`config.mk`:
```
export PLATFORM = sky130hd
export DESIGN_NAME = telnet_option_stripper_unit
export DESIGN_NICKNAME = d
export VERILOG_FILES = /design/src/rtl/tos_pkg.sv /design/src/rtl/tos_front.sv /design/src/rtl/tos_queue.sv /design/src/rtl/tos_back.sv /design/src/rtl/telnet_option_stripper_unit.sv
export SDC_FILE = /design/constraint.sdc
export NUM_CORES = 1
export LEC_CHECK = 0
export BUFFER_PORTS_ARGS = -buffer_cell sky130_fd_sc_hd__buf_4
export CORE_ASPECT_RATIO = 1.5
export CORE_MARGIN = 4
export CORE_UTILIZATION = 63
export CTS_CLUSTER_SIZE = 20
export DETAILED_ROUTE_END_ITERATION = 10
export PLACE_DENSITY = 0.77
export SKIP_CTS_REPAIR_TIMING = 1
export SLEW_MARGIN = 25
export SYNTH_ARGS = -nofsm -noshare
export SYNTH_HDL_FRONTEND = slang
export SYNTH_SLANG_ARGS = --single-unit
```
`constraint.sdc`:
```
create_clock -name clk -period 5.5 [get_ports clk]
set_input_delay 0.275 -clock clk [delete_from_list [all_inputs] [get_ports clk]]
set_output_delay 0.275 -clock clk [all_outputs]
set_load 0.005 [all_outputs]
```
`src/rtl/tos_pkg.sv`:
```
package tos_pkg;

  localparam int NAME_MAX_DEFAULT = 32;
  // wide enough for the largest supported name length (63)
  localparam int CNT_W = 6;
  localparam int QUEUE_DEPTH = 4;

  localparam logic [7:0] CODE_IAC = 8'hFF;
  localparam logic [7:0] CODE_SB  = 8'hFA;
  localparam logic [7:0] CODE_SE  = 8'hF0;
  localparam logic [7:0] CHAR_CR  = 8'h0D;
  localparam logic [7:0] CHAR_LF  = 8'h0A;
  localparam logic [7:0] CHAR_NUL = 8'h00;
  localparam logic [7:0] CHAR_U   = 8'h55;
  localparam logic [7:0] CHAR_LBR = 8'h5B;
  localparam logic [7:0] CHAR_RBR = 8'h5D;

  localparam logic [2:0] PROG_IDLE    = 3'd0;
  localparam logic [2:0] PROG_OPEN    = 3'd1;
  localparam logic [2:0] PROG_U_SEEN  = 3'd2;
  localparam logic [2:0] PROG_COLLECT = 3'd6;

  typedef enum logic [1:0] {
    MODE_NORMAL    = 2'd0,
    MODE_AFTER_IAC = 2'd1,
    MODE_SKIP      = 2'd2
  } mode_t;

  typedef enum logic [1:0] {
    KIND_TEXT    = 2'd0,
    KIND_DISCARD = 2'd1,
    KIND_END     = 2'd2
  } kind_t;

  typedef enum logic [2:0] {
    PH_CR    = 3'd0,
    PH_OPEN  = 3'd1,
    PH_NAME  = 3'd2,
    PH_CLOSE = 3'd3,
    PH_NL    = 3'd4,
    PH_MAIN  = 3'd5,
    PH_END   = 3'd6
  } phase_t;

  localparam int NUM_PH = 7;

  // everything one input byte asks the back end to do
  typedef struct packed {
    logic             cr_valid;
    logic [7:0]       cr_byte;
    logic             burst;
    logic [CNT_W-1:0] name_count;
    logic             name_ovf;
    logic             store;
    logic [CNT_W-1:0] store_idx;
    logic [7:0]       store_byte;
    logic             main_valid;
    kind_t            main_kind;
    logic [7:0]       main_byte;
    logic             end_item;
  } entry_t;

  function automatic logic [7:0] user_char(input logic [2:0] idx);
    logic [7:0] c;
    case (idx)
      3'd0:    c = 8'h55;
      3'd1:    c = 8'h53;
      3'd2:    c = 8'h45;
      3'd3:    c = 8'h52;
      3'd4:    c = 8'h01;
      default: c = 8'h00;
    endcase
    return c;
  endfunction

endpackage

```
`src/rtl/tos_front.sv`:
```
module tos_front #(
  parameter int NAME_MAX = tos_pkg::NAME_MAX_DEFAULT
) (
  input  logic            clk,
  input  logic            rst,
  input  logic [7:0]      in_byte,
  input  logic            in_last,
  input  logic            in_valid,
  output logic            in_ready,
  input  logic            q_ready,
  output logic            q_push,
  output tos_pkg::entry_t q_entry
);

  localparam logic [tos_pkg::CNT_W-1:0] NM = tos_pkg::CNT_W'(NAME_MAX);

  tos_pkg::mode_t             mode, mode_next;
  logic                       in_sub, in_sub_next;
  logic                       pend, pend_next;
  logic [2:0]                 prog, prog_next;
  logic [tos_pkg::CNT_W-1:0]  cnt, cnt_next;
  logic                       ovf, ovf_next;
  logic [2:0]                 matched;

  assign in_ready = q_ready;
  assign q_push   = in_valid && q_ready;
  assign matched  = prog - 3'd1;

  // work list for this byte
  always_comb begin
    q_entry = '0;
    q_entry.cr_valid   = pend;
    q_entry.cr_byte    = (in_byte == tos_pkg::CHAR_LF) ? tos_pkg::CHAR_CR : tos_pkg::CHAR_LF;
    q_entry.name_count = cnt;
    q_entry.name_ovf   = ovf;
    q_entry.store_idx  = cnt;
    q_entry.store_byte = in_byte;
    q_entry.main_kind  = tos_pkg::KIND_TEXT;
    q_entry.main_byte  = in_byte;
    q_entry.end_item   = in_last;
    if (prog == tos_pkg::PROG_COLLECT) begin
      if (in_byte == tos_pkg::CODE_IAC) begin
        q_entry.burst = 1'b1;
      end else if (cnt < NM) begin
        q_entry.store = 1'b1;
      end
    end
    unique case (mode)
      tos_pkg::MODE_AFTER_IAC: begin
        if (in_byte == tos_pkg::CODE_SE && !in_sub) begin
          q_entry.main_valid = 1'b1;
          q_entry.main_kind  = tos_pkg::KIND_DISCARD;
          q_entry.main_byte  = 8'h00;
        end
      end
      tos_pkg::MODE_SKIP: begin
      end
      default: begin
        if (in_byte != tos_pkg::CODE_IAC && !in_sub) begin
          if (in_byte == tos_pkg::CHAR_CR) begin
            q_entry.main_valid = in_last;
          end else begin
            q_entry.main_valid = (in_byte != tos_pkg::CHAR_NUL);
          end
        end
      end
    endcase
  end

  always_comb begin
    mode_next   = tos_pkg::MODE_NORMAL;
    in_sub_next = in_sub;
    pend_next   = 1'b0;
    prog_next   = prog;
    cnt_next    = cnt;
    ovf_next    = ovf;
    // name window
    if (prog != tos_pkg::PROG_IDLE) begin
      if (in_byte == tos_pkg::CODE_IAC) begin
        prog_next = tos_pkg::PROG_IDLE;
        cnt_next  = '0;
        ovf_next  = 1'b0;
      end else if (prog == tos_pkg::PROG_COLLECT) begin
        if (cnt < NM) begin
          cnt_next = cnt + tos_pkg::CNT_W'(1);
        end else begin
          ovf_next = 1'b1;
        end
      end else if (matched < 3'd5 && in_byte == tos_pkg::user_char(matched)) begin
        prog_next = prog + 3'd1;
      end else begin
        prog_next = (in_byte == tos_pkg::CHAR_U) ? tos_pkg::PROG_U_SEEN : tos_pkg::PROG_OPEN;
      end
    end
    // command parser
    unique case (mode)
      tos_pkg::MODE_AFTER_IAC: begin
        if (in_byte > tos_pkg::CODE_SB) begin
          mode_next = tos_pkg::MODE_SKIP;
        end else if (in_byte == tos_pkg::CODE_SB) begin
          in_sub_next = 1'b1;
          prog_next   = tos_pkg::PROG_OPEN;
          cnt_next    = '0;
          ovf_next    = 1'b0;
        end else if (in_byte == tos_pkg::CODE_SE) begin
          in_sub_next = 1'b0;
        end
      end
      tos_pkg::MODE_SKIP: begin
      end
      default: begin
        if (in_byte == tos_pkg::CODE_IAC) begin
          mode_next = tos_pkg::MODE_AFTER_IAC;
        end else if (!in_sub && in_byte == tos_pkg::CHAR_CR && !in_last) begin
          pend_next = 1'b1;
        end
      end
    endcase
    // each buffer stands alone
    if (in_last) begin
      mode_next   = tos_pkg::MODE_NORMAL;
      in_sub_next = 1'b0;
      pend_next   = 1'b0;
      prog_next   = tos_pkg::PROG_IDLE;
      cnt_next    = '0;
      ovf_next    = 1'b0;
    end
  end

  always_ff @(posedge clk) begin
    if (rst) begin
      mode   <= tos_pkg::MODE_NORMAL;
      in_sub <= 1'b0;
      pend   <= 1'b0;
      prog   <= tos_pkg::PROG_IDLE;
      cnt    <= '0;
      ovf    <= 1'b0;
    end else if (q_push) begin
      mode   <= mode_next;
      in_sub <= in_sub_next;
      pend   <= pend_next;
      prog   <= prog_next;
      cnt    <= cnt_next;
      ovf    <= ovf_next;
    end
  end

endmodule

```
`src/rtl/tos_queue.sv`:
```
module tos_queue #(
  parameter int W     = 8,
  parameter int DEPTH = tos_pkg::QUEUE_DEPTH
) (
  input  logic         clk,
  input  logic         rst,
  input  logic         push,
  input  logic [W-1:0] push_data,
  output logic         ready,
  input  logic         pop,
  output logic         valid,
  output logic [W-1:0] data
);

  localparam int PTR_W = (DEPTH > 1) ? $clog2(DEPTH) : 1;
  localparam int CNT_W = $clog2(DEPTH + 1);
  localparam logic [PTR_W-1:0] LAST_PTR = PTR_W'(DEPTH - 1);

  logic [W-1:0]     slots [DEPTH];
  logic [PTR_W-1:0] wr_ptr, rd_ptr;
  logic [CNT_W-1:0] fill;
  logic             do_push, do_pop;

  assign ready   = (fill != CNT_W'(DEPTH));
  assign valid   = (fill != '0);
  assign data    = slots[rd_ptr];
  assign do_push = push && ready;
  assign do_pop  = pop && valid;

  always_ff @(posedge clk) begin
    if (do_push) begin
      slots[wr_ptr] <= push_data;
    end
  end

  always_ff @(posedge clk) begin
    if (rst) begin
      wr_ptr <= '0;
      rd_ptr <= '0;
      fill   <= '0;
    end else begin
      if (do_push) begin
        wr_ptr <= (wr_ptr == LAST_PTR) ? '0 : wr_ptr + PTR_W'(1);
      end
      if (do_pop) begin
        rd_ptr <= (rd_ptr == LAST_PTR) ? '0 : rd_ptr + PTR_W'(1);
      end
      if (do_push && !do_pop) begin
        fill <= fill + CNT_W'(1);
      end else if (do_pop && !do_push) begin
        fill <= fill - CNT_W'(1);
      end
    end
  end

endmodule

```
`src/rtl/tos_back.sv`:
```
module tos_back #(
  parameter int NAME_MAX = tos_pkg::NAME_MAX_DEFAULT
) (
  input  logic            clk,
  input  logic            rst,
  input  logic            q_valid,
  input  tos_pkg::entry_t q_entry,
  output logic            q_pop,
  output logic            out_valid,
  input  logic            out_ready,
  output logic [1:0]      out_kind,
  output logic [7:0]      out_byte,
  output logic            name_truncated,
  output logic            out_last
);

  localparam int IDX_W = (NAME_MAX > 1) ? $clog2(NAME_MAX) : 1;

  logic [7:0]                mem [NAME_MAX];
  logic [7:0]                rd_data;
  tos_pkg::phase_t           ph, ph_next, sel;
  logic [tos_pkg::CNT_W-1:0] k, k_next;
  logic [tos_pkg::NUM_PH-1:0] pres, masked;
  logic                      any, more_names, is_last, load;
  logic                      wr_en;
  logic [IDX_W-1:0]          wr_idx, rd_idx;
  logic [1:0]                kind_d;
  logic [7:0]                byte_d;
  logic                      trunc_d;

  assign more_names = (k + tos_pkg::CNT_W'(1)) < q_entry.name_count;

  // pick the next result of the head entry
  always_comb begin
    pres = '0;
    pres[tos_pkg::PH_CR]    = q_entry.cr_valid;
    pres[tos_pkg::PH_OPEN]  = q_entry.burst;
    pres[tos_pkg::PH_NAME]  = q_entry.burst && (k < q_entry.name_count);
    pres[tos_pkg::PH_CLOSE] = q_entry.burst;
    pres[tos_pkg::PH_NL]    = q_entry.burst;
    pres[tos_pkg::PH_MAIN]  = q_entry.main_valid;
    pres[tos_pkg::PH_END]   = q_entry.end_item;
    sel     = tos_pkg::PH_END;
    is_last = 1'b1;
    for (int i = 0; i < tos_pkg::NUM_PH; i++) begin
      masked[i] = pres[i] && (i >= int'(ph));
    end
    for (int i = tos_pkg::NUM_PH - 1; i >= 0; i--) begin
      if (masked[i]) begin
        sel = tos_pkg::phase_t'(i);
      end
    end
    for (int i = 0; i < tos_pkg::NUM_PH; i++) begin
      if (masked[i] && i > int'(sel)) begin
        is_last = 1'b0;
      end
    end
    if (sel == tos_pkg::PH_NAME && more_names) begin
      is_last = 1'b0;
    end
    any = |masked;
  end

  assign load  = q_valid && any && (!out_valid || out_ready);
  assign q_pop = q_valid && (!any || (load && is_last));

  // next phase
  always_comb begin
    ph_next = ph;
    k_next  = k;
    if (q_pop) begin
      ph_next = tos_pkg::PH_CR;
      k_next  = '0;
    end else if (load) begin
      if (sel == tos_pkg::PH_NAME && more_names) begin
        ph_next = tos_pkg::PH_NAME;
        k_next  = k + tos_pkg::CNT_W'(1);
      end else begin
        ph_next = tos_pkg::phase_t'(sel + 3'd1);
      end
    end
  end

  // result fields for the chosen phase
  always_comb begin
    kind_d  = tos_pkg::KIND_TEXT;
    byte_d  = 8'h00;
    trunc_d = 1'b0;
    unique case (sel)
      tos_pkg::PH_CR:    byte_d = q_entry.cr_byte;
      tos_pkg::PH_OPEN:  byte_d = tos_pkg::CHAR_LBR;
      tos_pkg::PH_NAME:  byte_d = rd_data;
      tos_pkg::PH_CLOSE: begin
        byte_d  = tos_pkg::CHAR_RBR;
        trunc_d = q_entry.name_ovf;
      end
      tos_pkg::PH_NL:    byte_d = tos_pkg::CHAR_LF;
      tos_pkg::PH_MAIN: begin
        kind_d = q_entry.main_kind;
        byte_d = q_entry.main_byte;
      end
      default:           kind_d = tos_pkg::KIND_END;
    endcase
  end

  assign wr_en  = q_pop && q_entry.store;
  assign wr_idx = q_entry.store_idx[IDX_W-1:0];
  assign rd_idx = k_next[IDX_W-1:0];

  // name store, read one entry ahead with write bypass
  always_ff @(posedge clk) begin
    if (wr_en) begin
      mem[wr_idx] <= q_entry.store_byte;
    end
    if (wr_en && wr_idx == rd_idx) begin
      rd_data <= q_entry.store_byte;
    end else begin
      rd_data <= mem[rd_idx];
    end
  end

  always_ff @(posedge clk) begin
    if (rst) begin
      ph        <= tos_pkg::PH_CR;
      k         <= '0;
      out_valid <= 1'b0;
    end else begin
      ph        <= ph_next;
      k         <= k_next;
      out_valid <= load || (out_valid && !out_ready);
    end
  end

  always_ff @(posedge clk) begin
    if (load) begin
      out_kind       <= kind_d;
      out_byte       <= byte_d;
      name_truncated <= trunc_d;
      out_last       <= is_last;
    end
  end

endmodule

```
`src/rtl/telnet_option_stripper_unit.sv`:
```
// an accepted byte's entry waits in the queue, then its first result is registered
// in the output register; one result per cycle while out_ready is high, and a byte
// giving no result is popped without output; a closed name window gives name length + 3 results
// the back end's single output register sets the pace, the queue absorbs bursts
// rst (synchronous) clears parser state, queue and output valid; the name
// store is not cleared and holds stale bytes until written
module telnet_option_stripper_unit #(
  parameter int NAME_MAX = tos_pkg::NAME_MAX_DEFAULT
) (
  input  logic       clk,
  input  logic       rst,
  input  logic [7:0] in_byte,
  input  logic       in_last,
  input  logic       in_valid,
  output logic       in_ready,
  output logic [1:0] out_kind,
  output logic [7:0] out_byte,
  output logic       name_truncated,
  output logic       out_last,
  output logic       out_valid,
  input  logic       out_ready
);

  localparam int ENTRY_W = $bits(tos_pkg::entry_t);

  // front to queue
  logic            push;
  logic            q_ready;
  tos_pkg::entry_t push_entry;
  // queue to back
  logic            q_valid;
  logic            q_pop;
  tos_pkg::entry_t head_entry;

  // front end: parses telnet commands, crlf state and the name window,
  // one transaction in per cycle while the queue has room
  tos_front #(
    .NAME_MAX (NAME_MAX)
  ) u_front (
    .clk      (clk),
    .rst      (rst),
    .in_byte  (in_byte),
    .in_last  (in_last),
    .in_valid (in_valid),
    .in_ready (in_ready),
    .q_ready  (q_ready),
    .q_push   (push),
    .q_entry  (push_entry)
  );

  // short queue of work entries, one per accepted byte
  tos_queue #(
    .W     (ENTRY_W),
    .DEPTH (tos_pkg::QUEUE_DEPTH)
  ) u_queue (
    .clk       (clk),
    .rst       (rst),
    .push      (push),
    .push_data (push_entry),
    .ready     (q_ready),
    .pop       (q_pop),
    .valid     (q_valid),
    .data      (head_entry)
  );

  // back end: walks each entry's results in order and owns the name store
  tos_back #(
    .NAME_MAX (NAME_MAX)
  ) u_back (
    .clk            (clk),
    .rst            (rst),
    .q_valid        (q_valid),
    .q_entry        (head_entry),
    .q_pop          (q_pop),
    .out_valid      (out_valid),
    .out_ready      (out_ready),
    .out_kind       (out_kind),
    .out_byte       (out_byte),
    .name_truncated (name_truncated),
    .out_last       (out_last)
  );

endmodule
```
[Word-level counts from Yosys, hierarchy flattened]
Memory sizes are Yosys's and may differ from the RTL's. A register that Yosys moved wholly into a read port is not among the register bits.
Cells that the tools add are included.
Widths: inputs -> output; s select.
Operators by class
  $add $sub $neg: 9
  order comparisons: 18
  equality and inequality tests: 24
  muxes and demuxes: 82
  reduce and logical (&&, ||, !) cells: 55
Operators with widths (count)
  $mux 3: 16
  $mux 6: 8
  $pmux 8 s6: 1
  $mux 1: 36
  $pmux 7 s5: 1
  $logic_and 1x1->1: 31
  $eq 8x8->1 const B: 3
  $mux 8: 3
  $mux 2: 9
  $eq 8x4->1 const B: 2
  $mux 5: 3
  $add 6x1->6 const B: 2
  $eq 3x2->1 const B: 4
  $eq 3x3->1 const B: 4
  $lt 6x6->1: 2
  $mux 11: 1
  $mux 10: 1
  $add 3x1->3 const B: 3
  $ge 3x3->1 const A: 3
  $gt 3x3->1 const A: 3
  $reduce_bool 3->1: 3
  $eq 8x7->1 const B: 1
  $eq 8x8->1: 1
  $gt 8x8->1 const B: 1
  26 further kinds: 46
Storage, ports and cells
  flip-flop bits (word level): 43
  bits in writable memories: 412
  input bits: 13
  output and inout bits: 14
  logic and storage cells: 207
  memories kept: 2
Memory list
  u_back.mem: words 32, bits a word 8, rd ports 1, clocked after memory_dff 1, wr ports 1, line tos_back.sv:19  | logic [7:0] mem [NAME_MAX];
  u_queue.slots: words 4, bits a word 39, rd ports 1, clocked after memory_dff 1, wr ports 1, line tos_queue.sv:19  | logic [W-1:0] slots [DEPTH];

[Longest topological paths before layout]
  word-level depth: 24
  mapped depth: 24
  depth with buffers taken out: 19

[Modules after synthesis]
From an unflattened synthesis, not the netlist that was laid out.
Second synthesis, totals
  cells, all modules: 1133
  area, all modules: 20017.9 um^2
By module, submodules not included
  tos_back: times used 1, cells an instance 661, area each 11745.0 um^2, seq. area each 8348.0 um^2
  tos_queue: times used 1, cells an instance 278, area each 6815.3 um^2, seq. area each 5465.2 um^2
  tos_front: times used 1, cells an instance 194, area each 1457.6 um^2, seq. area each 280.3 um^2

[Worst setup path before layout]
OpenSTA, ideal clock, no wires.
  path kind: reg2reg
  from: reg (tool-made name)
  to: reg u_queue.fill[2]
  library setup time: 72 ps
  arrival: 4925 ps
  data required time: 5428 ps
  path slack: 503 ps
  cell stages (with the launch flop): 25
  buffers on the path: 6
  period minus slack after synthesis: 4997 ps
  cells stage by stage: dfxtp_1 -> buf_6 -> buf_2 -> buf_2 -> buf_2 -> mux4_2 -> inv_1 -> ha_1 -> nand4_1 -> a211o_1 -> nand4_1 -> o211ai_1 -> ha_1 -> nand2b_1 -> nor4_4 -> nor3_2 -> a22o_4 -> buf_6 -> buf_6 -> inv_1 -> ha_1 -> fa_1 -> xnor2_1 -> or3_1 -> a21oi_1
RTL lines
  end signal: assignment: line tos_queue.sv:49  | fill <= fill + CNT_W'(1);
  end signal: assignment: line tos_queue.sv:51  | fill <= fill - CNT_W'(1);
  end: declaration: line tos_queue.sv:21  | logic [CNT_W-1:0] fill;

==> metrics.md <==
| Metric | Value |
|---|---|
| CTS tree | `built` |
| Residual DRC | `0` |
| Transition time at the pin with the least slew margin | `861 ps` |
| Initial antenna violation count | `1` |
| Standard cell core area | `0.0279 mm²` |
| Cell types occupying the most area after synthesis | `sky130_fd_sc_hd__edfxtp_1, sky130_fd_sc_hd__mux4_2, sky130_fd_sc_hd__dfxtp_1, sky130_fd_sc_hd__ha_1, sky130_fd_sc_hd__nor2_1` |
| Sequential-to-total area share from yosys stat | `70.5%` |
| Maximum clock insertion buffer count | `3` |
| Clock latency reported for the late side of the worst-skew pair | `540 ps` |
| Routed length on met2 | `19,900 µm` |
| Total congestion overflow | `0` |
| Number of I/O port buffers | `26` |
| Rel. slew slack | `42.6%` |
| Cell chosen for the clock root | `sky130_fd_sc_hd__clkbuf_16` |
| Drt first pass iters | `5` |
| DRT Wirelength | `36,300 µm` |
| Worst Hold Launch | `in_last` |
| Routed wl met3 | `1970 µm` |
| Number of distinct library cells after synthesis | `69` |
| Final count of pins violating max slew | `0` |
| Starting Density | `63.7%` |
| RR Endpoint | `u_queue.fill[2]` |
| Data arrival at the endpoint of the critical path | `5340 ps` |
| Post-placement cell count | `1,321` |
| Prevailing post-synth register cell | `sky130_fd_sc_hd__edfxtp_1` |
| Total of endpoints with negative setup slack in the final report | `0` |
| Detailed-routing wirelength on met1 | `13,400 µm` |
| Total half-perimeter wirelength after legalization and detailed placement | `23,400 µm` |
| Die Area | `0.0310 mm²` |
| Kind of end point of the critical path | `flip-flop` |
| Run status | `finished clean` |
| CP Max Fanout | `21` |
| CTS sink count | `430` |
| Flop and latch count out of synthesis | `430` |
| Register-to-register path setup slack | `620 ps` |
| Post-synth EDFFs | `392` |
| Routability Congestion | `0.824` |
| Count of cells along the worst hold path | `1` |
| Achievable frequency | `0.205 GHz` |
| Total routing usage reported by global routing | `24.1%` |
| Number of antenna repair diodes | `0` |
| Count of nets left with antenna violations after detail routing | `0` |
| Sink of the worst hold path | `u_queue.slots[3][0]` |
| Post-synthesis cell area | `0.0178 mm²` |
| Total power density per cell area | `422 mW/mm²` |
| Die span in y | `214 µm` |
| Number of global-route vias before repair | `9,201` |
| Critical path class | `flip-flop to flip-flop` |
| Die width | `145 µm` |
| Nets | `1,062` |
| Inserted Clock Buffers | `37` |
| Critical path data required time | `5970 ps` |
| Post-Synthesis Net Count | `1,023` |
| Worst vdd rail ir drop | `0.000288 V` |
| I/O pin cnt | `27` |
| Leakage | `6.21 nW` |
| Setup ws final | `622 ps` |
| Wire length per cell | `26.1 µm` |
| Synth Instances | `979` |
| Most common library cell in the layout ignoring fill and taps | `sky130_fd_sc_hd__edfxtp_1` |
| Final cell count without fillers | `1,392` |
| Most frequent cells in the layout | `sky130_fd_sc_hd__edfxtp_1, sky130_fd_sc_hd__mux4_2, sky130_fd_sc_hd__nor2_1, sky130_fd_sc_hd__nand2_1` |
| Number of H-tree levels | `2` |
| Clk_skew | `19.5 ps` |
| Sum of negative setup slack | `0 ps` |
| Placed cell areas | `0.0183 mm²` |
| Proportion of netlist area held by the largest area contributor | `66.3%` |
| Pin count of the biggest net entering global routing | `65` |
| Cell accounting for the most synthesized area | `sky130_fd_sc_hd__edfxtp_1` |
| Highest routed layer | `met5` |
| Worst Setup Start Kind | `flip-flop` |
| Synthesis warning total | `0` |
| Final clock period utilization by the worst path | `88.7%` |
| Final critical-path required period | `4880 ps` |
| Number of standard-cell rows in the floorplan | `75` |
| Number of endpoints with negative hold slack in the final report | `0` |
| Class of the tightest hold or removal check | `input pin to flip-flop` |
| Avg Synthesized Cell Area | `18.1 µm²` |
| Syn-to-layout area delta | `10.0%` |
| Post-Layout Inst Area | `0.0195 mm²` |
| Clk slew on worst S/H paths | `70 ps` |
| Worst slack after detailed placement | `614 ps` |
| Via-to-Cell Ratio | `6.56` |
| Setup repair after global routing missed its margin | `false` |
| Total power consumption of the routed design | `0.00826 W` |
| Share of synthesized registers carrying an async set or reset | `0%` |
| DRT iter0 DRCs | `928` |
| Global-route wire length before repair | `56,000 µm` |
| Via count | `9,125` |
| Share of cells above drive strength 1 | `22.5%` |
| Number of violations of the max-capacitance limit | `0` |
| Worst R2R Path Depth | `19` |
==> cell usage after synthesis (all sizes together) (11+ instances only) <==
cell type / count
edfxtp: 392
a21oi: 27
inv: 22
nand2: 38
clkbuf: 23
nand4: 11
nand2b: 11
nor3: 20
nor2: 93
dfxtp: 38
mux4: 111
ha: 30
buf: 20
==> worst max-delay path by stage <==
stage	to	from	slack (ps)
after floorplan	u_queue.fill[2]	flip-flop	500
after global routing	u_back.mem[13][0]	flip-flop	250
final	u_queue.fill[2]	flip-flop	620
after CTS	u_queue.fill[2]	flip-flop	590
after global placement	u_queue.fill[2]	flip-flop	730
after detailed placement	u_queue.fill[2]	flip-flop	610
==> layer usage <==
| layer | vias to the layer above | track usage [%] |
|---|---|---|
| met5 | - | 0 |
| met4 | 2 | 7.44 |
| met3 | 76 | 3.19 |
| met2 | 394 | 44.5 |
| met1 | 4653 | 30.3 |
| li1 | 4000 | - |
==> logic make-up (layout without fill, tap and decap cells) <==
| logic type | count (synthesis) | in the layout | share of synthesized area [%] |
|---|---|---|---|
| AO/OA/AOI/OAI | 82 | 82 | 3.29 |
| XOR/XNOR | 14 | 14 | 0.690 |
| adder cells (fa/ha/maj) | 31 | 31 | 2.23 |
| buffers and inverters | 66 | 133 | 1.61 |
| flip-flops | 430 | 430 | 70.5 |
| multiplexers | 126 | 126 | 15.0 |
| AND/OR/NAND/NOR | 230 | 230 | 6.68 |
==> metrics by stage <==
step	hold slack, ps	utilization, %
final	36.9	70.1
after floorplan	374	-
after global placement	463	65.7
after CTS	-17.4	70.0
after detailed placement	471	65.7
after global routing	24.9	70.1
==> final cells by class <==
cell class	count	area (µm²)
fill	1665	8320
timing repair buffer	43	358
inverter	23	86.3
tap	346	433
multi-input combinational	483	4950
clock inverter	22	220
clock buffer	45	966
sequential	430	12500
==> critical path, stage by stage (launching register included) <==
cell and delay, ps:
sky130_fd_sc_hd__dfxtp_2 520, sky130_fd_sc_hd__mux4_2 620, sky130_fd_sc_hd__inv_1 200, sky130_fd_sc_hd__ha_1 280, sky130_fd_sc_hd__a21o_1 160, sky130_fd_sc_hd__a21o_1 160
sky130_fd_sc_hd__a21oi_1 140, sky130_fd_sc_hd__nand4_1 100, sky130_fd_sc_hd__o211ai_1 220, sky130_fd_sc_hd__ha_1 310, sky130_fd_sc_hd__nand2b_1 110, sky130_fd_sc_hd__nor4_4 440
sky130_fd_sc_hd__nor3_2 120, sky130_fd_sc_hd__a22o_4 390, sky130_fd_sc_hd__inv_1 100, sky130_fd_sc_hd__ha_1 200, sky130_fd_sc_hd__fa_1 190, sky130_fd_sc_hd__xnor2_1 70
sky130_fd_sc_hd__or3_1 320, sky130_fd_sc_hd__a21oi_1 140
==> power breakdown <==
| part | switching (W) | total (W) | internal (W) |
|---|---|---|---|
| combinational | 0.000994 | 0.00156 | 0.000564 |
| clock | 0.00112 | 0.00257 | 0.00145 |
| sequential | 0.000145 | 0.00413 | 0.00398 |
| total | 0.00226 | 0.00826 | 0.00600 |
==> sequential cells by signal, summed over array words and instances, names as in the netlist, 2 cells and up, named ones only <==
| register | cells |
|---|---|
| u_queue.rd_ptr | 2 |
| u_back.k | 6 |
| u_front.cnt | 6 |
| u_back.out_kind | 2 |
| u_queue.slots | 124 |
| u_back.out_byte | 8 |
| u_front.prog | 3 |
| u_queue.wr_ptr | 2 |
| u_front.mode | 2 |
| u_back.mem | 256 |
| u_back.ph | 3 |
| u_queue.fill | 3 |
Power figures use the tool's default switching activity.
